File: src/rtl/otua_pkg.sv
package otua_pkg;

    localparam int MAX_UNITS  = 16;
    localparam int OWNER_BITS = 16;

    // field widths fixed by the interface
    localparam int OWNER_FIELD_W = 16;
    localparam int COUNT_FIELD_W = 5;

    // stored owner width: ids are masked to OWNER_BITS, never wider than the field
    localparam int OWN_W = (OWNER_BITS < OWNER_FIELD_W) ? OWNER_BITS : OWNER_FIELD_W;
    // counts run 0..MAX_UNITS
    localparam int CNT_W = $clog2(MAX_UNITS + 1);
    localparam int IDX_W = (MAX_UNITS > 1) ? $clog2(MAX_UNITS) : 1;

    localparam int RESET_UNITS = (MAX_UNITS < 16) ? MAX_UNITS : 16;

    localparam logic CMD_REQUEST = 1'b0;
    localparam logic CMD_RELEASE = 1'b1;

    typedef enum logic [1:0] {
        ST_IDLE,
        ST_SCAN,
        ST_DONE
    } seq_state_t;

    typedef struct packed {
        logic             rd_en;
        logic [IDX_W-1:0] rd_addr;
        logic             wr_en;
        logic [IDX_W-1:0] wr_addr;
        logic [OWN_W-1:0] wr_data;
        logic             clear;
    } ram_req_t;

    typedef struct packed {
        logic [OWN_W-1:0] data;
        logic             valid;
    } ram_rsp_t;

    typedef struct packed {
        logic             valid;
        logic             success;
        logic [CNT_W-1:0] free;
    } seq_res_t;

endpackage

File: src/rtl/otua_cmd_if.sv
interface otua_cmd_if;
    import otua_pkg::*;

    logic                     valid;
    logic                     ready;
    logic                     command;
    logic [OWNER_FIELD_W-1:0] owner_id;
    logic [COUNT_FIELD_W-1:0] unit_request;

    modport source (output valid, output command, output owner_id, output unit_request,
                    input ready);
    modport sink   (input valid, input command, input owner_id, input unit_request,
                    output ready);
endinterface

File: src/rtl/otua_rsp_if.sv
interface otua_rsp_if;
    import otua_pkg::*;

    logic                     valid;
    logic                     ready;
    logic                     success;
    logic [COUNT_FIELD_W-1:0] free_units;

    modport source (output valid, output success, output free_units, input ready);
    modport sink   (input valid, input success, input free_units, output ready);
endinterface

File: src/rtl/otua_cfg_if.sv
interface otua_cfg_if;
    import otua_pkg::*;

    logic                     valid;
    logic                     ready;
    logic [COUNT_FIELD_W-1:0] data;

    modport source (output valid, output data, input ready);
    modport sink   (input valid, input data, output ready);
endinterface

File: src/rtl/otua_slot_ram.sv
module otua_slot_ram
    import otua_pkg::*;
(
    input  logic     clk,
    input  logic     rst_n,
    input  ram_req_t req,
    output ram_rsp_t rsp
);

    logic [OWN_W-1:0]     slot_mem [MAX_UNITS];
    logic [MAX_UNITS-1:0] valid_reg;
    logic [OWN_W-1:0]     rd_data_reg;
    logic                 rd_valid_reg;

    always_ff @(posedge clk)
    begin
        if (req.wr_en)
        begin
            slot_mem[req.wr_addr] <= req.wr_data;
        end
        if (req.rd_en)
        begin
            rd_data_reg  <= slot_mem[req.rd_addr];
            rd_valid_reg <= valid_reg[req.rd_addr];
        end
    end

    // entry without a valid bit reads as a free slot
    always_ff @(posedge clk or negedge rst_n)
    begin
        if (!rst_n)
        begin
            valid_reg <= '0;
        end
        else if (req.clear)
        begin
            valid_reg <= '0;
        end
        else if (req.wr_en)
        begin
            valid_reg[req.wr_addr] <= 1'b1;
        end
    end

    assign rsp.data  = rd_data_reg;
    assign rsp.valid = rd_valid_reg;

endmodule

File: src/rtl/otua_scan_seq.sv
module otua_scan_seq
    import otua_pkg::*;
(
    input  logic             clk,
    input  logic             rst_n,
    otua_cmd_if.sink         cmd,
    input  logic             cfg_wr,
    input  logic [CNT_W-1:0] cfg_count,
    input  logic [CNT_W-1:0] unit_count,
    output seq_res_t         res,
    input  logic             res_ready,
    output ram_req_t         ram_req,
    input  ram_rsp_t         ram_rsp
);

    seq_state_t state_reg, state_next;

    logic                     cmd_reg, cmd_next;
    logic [OWN_W-1:0]         owner_reg, owner_next;
    logic [COUNT_FIELD_W-1:0] want_reg, want_next;
    logic [CNT_W-1:0]         idx_reg, idx_next;
    logic                     chk_reg, chk_next;
    logic [IDX_W-1:0]         chk_idx_reg, chk_idx_next;
    logic [CNT_W-1:0]         got_reg, got_next;
    logic                     ok_reg, ok_next;
    logic [CNT_W-1:0]         free_count_reg, free_count_next;

    logic             accept;
    logic             go_scan;
    logic             issue;
    logic             hit;
    logic             scan_end;
    logic [OWN_W-1:0] slot;
    logic [OWN_W-1:0] in_owner;

    assign accept   = cmd.valid && cmd.ready;
    assign in_owner = cmd.owner_id[OWN_W-1:0];
    assign issue    = (state_reg == ST_SCAN) && (32'(idx_reg) < 32'(unit_count));
    assign scan_end = !issue && !chk_reg;
    assign slot     = ram_rsp.valid ? ram_rsp.data : '0;

    // shared compare unit: one slot per cycle, compared in the cycle after its read
    always_comb
    begin
        hit = 1'b0;
        if (state_reg == ST_SCAN && chk_reg)
        begin
            if (cmd_reg == CMD_REQUEST)
            begin
                hit = (slot == '0) && (32'(got_reg) < 32'(want_reg));
            end
            else
            begin
                hit = (slot == owner_reg);
            end
        end
    end

    always_comb
    begin
        if (cmd.command == CMD_REQUEST)
        begin
            go_scan = (in_owner != '0) && (cmd.unit_request != '0)
                   && (32'(free_count_reg) >= 32'(cmd.unit_request));
        end
        else
        begin
            go_scan = (in_owner != '0);
        end
    end

    always_comb
    begin
        cmd_next        = cmd_reg;
        owner_next      = owner_reg;
        want_next       = want_reg;
        idx_next        = idx_reg;
        chk_next        = 1'b0;
        chk_idx_next    = chk_idx_reg;
        got_next        = got_reg;
        ok_next         = ok_reg;
        free_count_next = free_count_reg;

        if (cfg_wr)
        begin
            free_count_next = cfg_count;
        end

        if (accept)
        begin
            cmd_next   = cmd.command;
            owner_next = in_owner;
            want_next  = cmd.unit_request;
            idx_next   = '0;
            got_next   = '0;
            if (cmd.command == CMD_REQUEST)
            begin
                ok_next = (in_owner != '0)
                       && (32'(free_count_reg) >= 32'(cmd.unit_request));
            end
            else
            begin
                ok_next = 1'b0;
            end
        end

        if (issue)
        begin
            idx_next     = idx_reg + 1'b1;
            chk_next     = 1'b1;
            chk_idx_next = idx_reg[IDX_W-1:0];
        end

        if (hit)
        begin
            if (cmd_reg == CMD_REQUEST)
            begin
                got_next        = got_reg + 1'b1;
                free_count_next = free_count_reg - 1'b1;
            end
            else
            begin
                free_count_next = free_count_reg + 1'b1;
                ok_next         = 1'b1;
            end
        end
    end

    always_comb
    begin
        state_next = state_reg;
        unique case (state_reg)
            ST_IDLE:
            begin
                if (accept)
                begin
                    state_next = go_scan ? ST_SCAN : ST_DONE;
                end
            end
            ST_SCAN:
            begin
                if (scan_end)
                begin
                    state_next = ST_DONE;
                end
            end
            ST_DONE:
            begin
                if (res_ready)
                begin
                    state_next = ST_IDLE;
                end
            end
            default:
            begin
                state_next = ST_IDLE;
            end
        endcase
    end

    always_comb
    begin
        cmd.ready       = 1'b0;
        res.valid       = 1'b0;
        res.success     = ok_reg;
        res.free        = free_count_reg;
        ram_req.rd_en   = issue;
        ram_req.rd_addr = idx_reg[IDX_W-1:0];
        ram_req.wr_en   = hit;
        ram_req.wr_addr = chk_idx_reg;
        ram_req.wr_data = (cmd_reg == CMD_REQUEST) ? owner_reg : '0;
        ram_req.clear   = cfg_wr;
        unique case (state_reg)
            ST_IDLE: cmd.ready = 1'b1;
            ST_SCAN: ;
            ST_DONE: res.valid = 1'b1;
            default: ;
        endcase
    end

    always_ff @(posedge clk or negedge rst_n)
    begin
        if (!rst_n)
        begin
            state_reg      <= ST_IDLE;
            chk_reg        <= 1'b0;
            free_count_reg <= CNT_W'(RESET_UNITS);
        end
        else
        begin
            state_reg      <= state_next;
            chk_reg        <= chk_next;
            free_count_reg <= free_count_next;
        end
    end

    always_ff @(posedge clk)
    begin
        cmd_reg     <= cmd_next;
        owner_reg   <= owner_next;
        want_reg    <= want_next;
        idx_reg     <= idx_next;
        chk_idx_reg <= chk_idx_next;
        got_reg     <= got_next;
        ok_reg      <= ok_next;
    end

endmodule

File: src/rtl/owner_tagged_unit_allocator_unit.sv
// Channel  Dir  Payload                           Transfer
// cmd      in   command, owner_id, unit_request   valid && ready
// rsp      out  success, free_units               valid && ready
// cfg      in   data (unit_count)                 valid && ready
//
// One item at a time. Early-out cases (owner zero, short pool, zero count)
// go from the cmd transfer straight to the done state; a slot scan walks the
// pool slot by slot through the single slot-compare unit and the registered
// slot memory read (one slot per cycle).
// Reset clears all tags at once through per-slot valid bits; no sweep.
// A waiting result sits in the output register; cmd is taken again once
// the sequencer has handed its result over.
module owner_tagged_unit_allocator_unit
    import otua_pkg::*;
(
    input  logic     clk,
    input  logic     rst_n,
    otua_cmd_if.sink cmd,
    otua_rsp_if.source rsp,
    otua_cfg_if.sink cfg
);

    logic [CNT_W-1:0]         unit_count_reg;
    logic [CNT_W-1:0]         cfg_count;
    logic                     cfg_wr;
    logic                     rsp_valid_reg;
    logic                     success_reg;
    logic [COUNT_FIELD_W-1:0] free_units_reg;
    logic                     res_ready;
    seq_res_t                 res;
    ram_req_t                 ram_req;
    ram_rsp_t                 ram_rsp;

    assign cfg.ready = 1'b1;
    assign cfg_wr    = cfg.valid && cfg.ready;
    // oversized pool sizes clamp to the physical slot count
    assign cfg_count = (32'(cfg.data) > 32'(MAX_UNITS)) ? CNT_W'(MAX_UNITS) : CNT_W'(cfg.data);

    always_ff @(posedge clk or negedge rst_n)
    begin
        if (!rst_n)
        begin
            unit_count_reg <= CNT_W'(RESET_UNITS);
        end
        else if (cfg_wr)
        begin
            unit_count_reg <= cfg_count;
        end
    end

    otua_scan_seq u_seq (
        .clk        (clk),
        .rst_n      (rst_n),
        .cmd        (cmd),
        .cfg_wr     (cfg_wr),
        .cfg_count  (cfg_count),
        .unit_count (unit_count_reg),
        .res        (res),
        .res_ready  (res_ready),
        .ram_req    (ram_req),
        .ram_rsp    (ram_rsp)
    );

    otua_slot_ram u_ram (
        .clk   (clk),
        .rst_n (rst_n),
        .req   (ram_req),
        .rsp   (ram_rsp)
    );

    assign res_ready = !rsp_valid_reg || rsp.ready;

    always_ff @(posedge clk or negedge rst_n)
    begin
        if (!rst_n)
        begin
            rsp_valid_reg <= 1'b0;
        end
        else if (res_ready)
        begin
            rsp_valid_reg <= res.valid;
        end
    end

    always_ff @(posedge clk)
    begin
        if (res.valid && res_ready)
        begin
            success_reg    <= res.success;
            free_units_reg <= COUNT_FIELD_W'(res.free);
        end
    end

    assign rsp.valid      = rsp_valid_reg;
    assign rsp.success    = success_reg;
    assign rsp.free_units = free_units_reg;

`ifndef ASSERT_OFF
    a_free_le_units: assert property (@(posedge clk) disable iff (!rst_n)
        rsp.valid |-> (32'(rsp.free_units) <= 32'(unit_count_reg)))
        else $error("free count above pool size");

    a_busy_after_cmd: assert property (@(posedge clk) disable iff (!rst_n)
        (cmd.valid && cmd.ready) |=> !cmd.ready)
        else $error("command taken while a command is in flight");

    a_res_held: assert property (@(posedge clk) disable iff (!rst_n)
        (res.valid && !res_ready) |=> (res.valid && $stable(res.free) && $stable(res.success)))
        else $error("sequencer result dropped while output register full");

    a_no_write_idle: assert property (@(posedge clk) disable iff (!rst_n)
        cmd.ready |-> !ram_req.wr_en)
        else $error("slot write outside a scan");
`endif

endmodule

File: src/flat_wrapper.sv
// flat-port wrapper written by rule: the top's interface ports become plain ports
module owner_tagged_unit_allocator_unit_flat import otua_pkg::*;
  (clk, rst_n, cmd_valid, cmd_command, cmd_owner_id, cmd_unit_request, cmd_ready, rsp_valid, rsp_success, rsp_free_units, rsp_ready, cfg_valid, cfg_data, cfg_ready);
  otua_cmd_if cmd_i ();
  otua_rsp_if rsp_i ();
  otua_cfg_if cfg_i ();
  input  logic clk;
  input  logic rst_n;
  input wire logic [$bits(cmd_i.valid)-1:0] cmd_valid;
  input wire logic [$bits(cmd_i.command)-1:0] cmd_command;
  input wire logic [$bits(cmd_i.owner_id)-1:0] cmd_owner_id;
  input wire logic [$bits(cmd_i.unit_request)-1:0] cmd_unit_request;
  output wire logic [$bits(cmd_i.ready)-1:0] cmd_ready;
  output wire logic [$bits(rsp_i.valid)-1:0] rsp_valid;
  output wire logic [$bits(rsp_i.success)-1:0] rsp_success;
  output wire logic [$bits(rsp_i.free_units)-1:0] rsp_free_units;
  input wire logic [$bits(rsp_i.ready)-1:0] rsp_ready;
  input wire logic [$bits(cfg_i.valid)-1:0] cfg_valid;
  input wire logic [$bits(cfg_i.data)-1:0] cfg_data;
  output wire logic [$bits(cfg_i.ready)-1:0] cfg_ready;
  assign cmd_i.valid = cmd_valid;
  assign cmd_i.command = cmd_command;
  assign cmd_i.owner_id = cmd_owner_id;
  assign cmd_i.unit_request = cmd_unit_request;
  assign cmd_ready = cmd_i.ready;
  assign rsp_valid = rsp_i.valid;
  assign rsp_success = rsp_i.success;
  assign rsp_free_units = rsp_i.free_units;
  assign rsp_i.ready = rsp_ready;
  assign cfg_i.valid = cfg_valid;
  assign cfg_i.data = cfg_data;
  assign cfg_ready = cfg_i.ready;
  owner_tagged_unit_allocator_unit u_core (.clk(clk), .rst_n(rst_n), .cmd(cmd_i), .rsp(rsp_i), .cfg(cfg_i));
endmodule
File: config.mk
export PLATFORM = sky130hd
export DESIGN_NAME = owner_tagged_unit_allocator_unit_flat
export DESIGN_NICKNAME = d
export VERILOG_FILES = /design/src/rtl/otua_pkg.sv /design/src/rtl/otua_cmd_if.sv /design/src/rtl/otua_rsp_if.sv /design/src/rtl/otua_cfg_if.sv /design/src/rtl/otua_slot_ram.sv /design/src/rtl/otua_scan_seq.sv /design/src/rtl/owner_tagged_unit_allocator_unit.sv /design/src/flat_wrapper.sv
export SDC_FILE = /design/constraint.sdc
export NUM_CORES = 1
export LEC_CHECK = 0
export CORE_MARGIN = 2
export CORE_UTILIZATION = 60
export CTS_BUF_LIST = sky130_fd_sc_hd__clkbuf_4
export CTS_CLUSTER_SIZE = 14
export DETAILED_ROUTE_END_ITERATION = 16
export DONT_BUFFER_PORTS = 1
export GPL_TIMING_DRIVEN = 0
export PLACE_DENSITY = 0.76
export SYNTH_ARGS = -nofsm -noshare
export SYNTH_HDL_FRONTEND = slang
export SYNTH_HIERARCHICAL = 1
export SYNTH_SLANG_ARGS = --single-unit
File: constraint.sdc
create_clock -name clk -period 4.9 [get_ports clk]
set_input_delay 0.98 -clock clk [delete_from_list [all_inputs] [get_ports clk]]
set_output_delay 0.98 -clock clk [all_outputs]
set_load 0.005 [all_outputs]
==> flow_metrics.py <==
metrics = {
    "finish": {
        "stdcell_count": 1276,
        "fill_cells": 1498,
        "final_common_cell": "edfxtp_1",
        "design_area_um2": 15880,
        "area_delta_synth_final_pct": 11.79,
        "drive_above_1_share_pct": 28.24,
        "largest_reg_flops": 256,
        "top_register": "u_core/u_ram/slot_mem",
        "register_area_um2": 10180,
        "multi_input_area_um2": 3722,
        "nNetsFinal": 946,
        "layout_common_cells": "edfxtp_1 (310), clkbuf_4 (115), mux4_2 (68)",
    },
    "critical_path": {
        "critPathLaunchType": "flip-flop",
        "r2r_setup_slack_ns": 1.19,
        "r2r-end": "u_core/u_ram/slot_mem[0][5]",
        "path_max_fanout": 10,
        "crit_path_max_incr_delay_ns": 0.61,
        "critical_path_class": "flip-flop to flip-flop",
        "reg2regPathDepth": 11,
        "r2r-start": "u_core/u_ram/rd_valid_reg",
        "critical_path_buf_inv_count": 4,
        "cp_data_required_time_ns": 5.28,
        "crit_family": "simple AND/OR/NAND/NOR gates",
        "cp-end-kind": "flip-flop",
        "arrival_ns": 4.09,
        "cpMostUsedCell": "buf_4",
        "path_cells": "buf_4 -> buf_4 -> nor4bb_1 -> a22oi_1 -> a22oi_1 -> nand4_2 -> o21ai_4 -> buf_4 -> or3b_1 -> nor3_2 -> buf_6",
        "crit_slowest_cell": "nor3_2",
    },
    "global_route": {
        "grt_pass1_vias": 8109,
        "grt_max_degree": 29,
        "antenna_found_initial": 1,
        "grt_overflow_total": 0,
        "grt_usage_pct": 24.64,
        "grt_pass1_wl_um": 45110,
    },
    "yosys": {
        "synthFlopType": "edfxtp_1",
        "ys_seq_area_share_pct": 71.66,
        "syn_nets": 845,
        "synth_cells": 794,
        "ys_types": 62,
        "ys_warn_count": 6,
        "avgSynthCellArea_um2": 17.89,
        "synth_edf_count": 310,
        "async_reset_ff_share_pct": 8.671,
        "synth_area_um2": 14210,
        "synth-seq-cells": 346,
    },
    "power": {
        "intPower_uw": 5647,
        "power.leakage_uw": 0.005518,
        "vdd_drop_max_uv": 202.9,
        "power_density_nw_per_um2": 515.6,
        "seq_power_share_pct": 46.6,
        "comb_power_share_pct": 26.4,
        "swShare_pct": 31.05,
        "p_sw_uw": 2543,
        "power_frac_clock_pct": 27.0,
    },
    "clocking": {
        "htree_levels": 3,
        "cts_hold_buf": 1,
        "post-cts-setup-buffer-count": 0,
        "worstSkewPairLatency_ns": 0.71,
        "post_cts_resize_count": 0,
        "cts_buffer_depth": 3,
        "cts-root-buf": "clkbuf_4",
        "clk_pin_slew_ns": 0.08,
        "cts_buffers": 85,
        "cts_tree": "built",
        "cts_num_sinks": 346,
    },
    "route": {
        "first_pass_iters": 7,
        "vias": 7938,
        "drt_wl_total_um": 29400,
        "drtAntennaViolNets": 0,
        "avgRoutedWirePerCell_um": 23.04,
        "drt_iter0_markers": 791,
        "avgViaCountPerCell": 6.221,
        "route.detailed.drc": 0,
    },
    "timing": {
        "grt_setup_unrepaired": "no",
        "maxSlewHeadroom_pct": 15.47,
        "report.final.hold_viol_count": 0,
        "fin_skew_ns": 0.04131,
        "holdWs_ns": 0.1093,
        "finalMaxSlewViolations": 0,
        "timing.fmax_mhz": 269.7,
        "tns_ns": 0,
        "period_minus_slack_ns": 3.707,
        "setup_viol_count_final": 0,
        "tightest_slew_ns": 1.265,
        "fin_crit_sh_pct": 75.66,
    },
    "die": {
        "die_h_um": 157.9,
        "dieArea_um2": 24930,
        "die-width_um": 157.9,
        "core_um2": 23330,
        "start_util_pct": 60.90,
        "rows": 56,
        "pin_count": 41,
    },
    "placed_design": {
        "hpwl_um": 19650,
        "io_buffers": 0,
        "gp_congestion": 0.9343,
        "placed_cells": 1126,
        "place_area_um2": 14830,
    },
    "worst_hold_path": {
        "hold_class": "input pin to asynchronous set/reset pin",
    },
    "flow_run": {
        "maxCapViolCount": 0,
    },
    "run_status": {
        "outcome": "complete, no violations",
    },
}
## metrics by stage
stage	setup WS, ns	total power (uW)	utilization [%]
floorplan	1.310	5383	-
global placement	0.1037	5910	62.61
detailed placement	1.183	6013	63.56
CTS	1.162	8250	68.03
global route	1.029	8602	68.08
finish	1.193	8190	68.08
## metal layers
layer  track usage [%]  part of all wire (%)  up-vias
met3             5.886                   8.8       43
met5                 0                     0        -
met4             9.134                   2.0        0
met2             40.25                    50      396
li1                  -                     -     3417
met1             32.66                    39     4082
## kinds of logic (layout without fill, tap and decap cells)
group / count (synthesis) / count (layout) / share of synthesized area, %
muxes: 81 / 81 / 11.78
buffers and inverters: 64 / 226 / 2.492
DFF: 346 / 346 / 71.66
and+or+nand+nor: 163 / 163 / 6.129
other: 1 / 2 / 0.02639
AOI/OAI and AO/OA: 104 / 104 / 5.196
adders and majority gates: 19 / 19 / 1.726
xor gates and xnor gates: 16 / 16 / 0.9863
## Yosys cell counts, types with 3 or more instances
master | count | area, um2
nand2_1 | 29 | 108.9
edfxtp_1 | 310 | 9309
nand3_1 | 9 | 45.04
nor3_1 | 4 | 20.02
inv_1 | 21 | 78.83
nor2b_1 | 28 | 175.2
xnor2_1 | 9 | 78.83
a31oi_1 | 4 | 25.02
nor2_1 | 48 | 180.2
dfrtp_1 | 28 | 700.7
a22oi_1 | 39 | 292.8
mux2_2 | 5 | 56.30
dfxtp_1 | 6 | 120.1
clkbuf_1 | 15 | 56.30
nand2b_1 | 7 | 43.79
buf_2 | 10 | 50.05
buf_4 | 12 | 90.09
nand3b_1 | 4 | 30.03
xor2_1 | 7 | 61.31
nor4_1 | 10 | 62.56
mux2i_1 | 6 | 60.06
a22oi_2 | 4 | 50.05
a21o_1 | 8 | 60.06
buf_12 | 3 | 60.06
and4bb_1 | 3 | 37.54
mux4_2 | 68 | 1531
o21ai_0 | 12 | 60.06
nand4_1 | 7 | 43.79
a21oi_1 | 18 | 90.09
ha_1 | 18 | 225.2
## area by class of cell
cell class	count	area share (%)
diodes	1	0.01575
plain buffers	43	1.733
clock buffers	115	5.435
clock inverters	33	1.008
inverters	21	0.4963
multi-input cells	384	23.43
flip-flops and latches	346	64.10
well taps	319	2.513
repair buffers	14	1.260
## worst max-delay path by stage
stage / from / to / slack [ns] / cells past startpoint
floorplan: u_core/u_ram/rd_data_reg[8] / u_core/u_ram/slot_mem[0][0] / 1.31 / 8
global placement: u_core/u_ram/rd_valid_reg / u_core/u_ram/slot_mem[0][8] / 0.10 / 10
detailed placement: u_core/u_ram/rd_valid_reg / u_core/u_ram/slot_mem[13][9] / 1.18 / 10
CTS: u_core/u_ram/rd_valid_reg / u_core/u_ram/slot_mem[13][5] / 1.16 / 10
global route: u_core/u_ram/rd_valid_reg / u_core/u_ram/slot_mem[0][0] / 1.03 / 11
finish: u_core/u_ram/rd_valid_reg / u_core/u_ram/slot_mem[0][5] / 1.19 / 11
## power by group through the flow
stage	Sequential, uW	Clock, uW	Combinational [uW]
after floorplan	3800	0	1590
after global placement	3860	0	2050
after detailed placement	3870	0	2150
after CTS	3810	2280	2160
after global routing	3840	2440	2320
final	3820	2210	2160
Note: power is estimated with default switching activity, not from simulation.
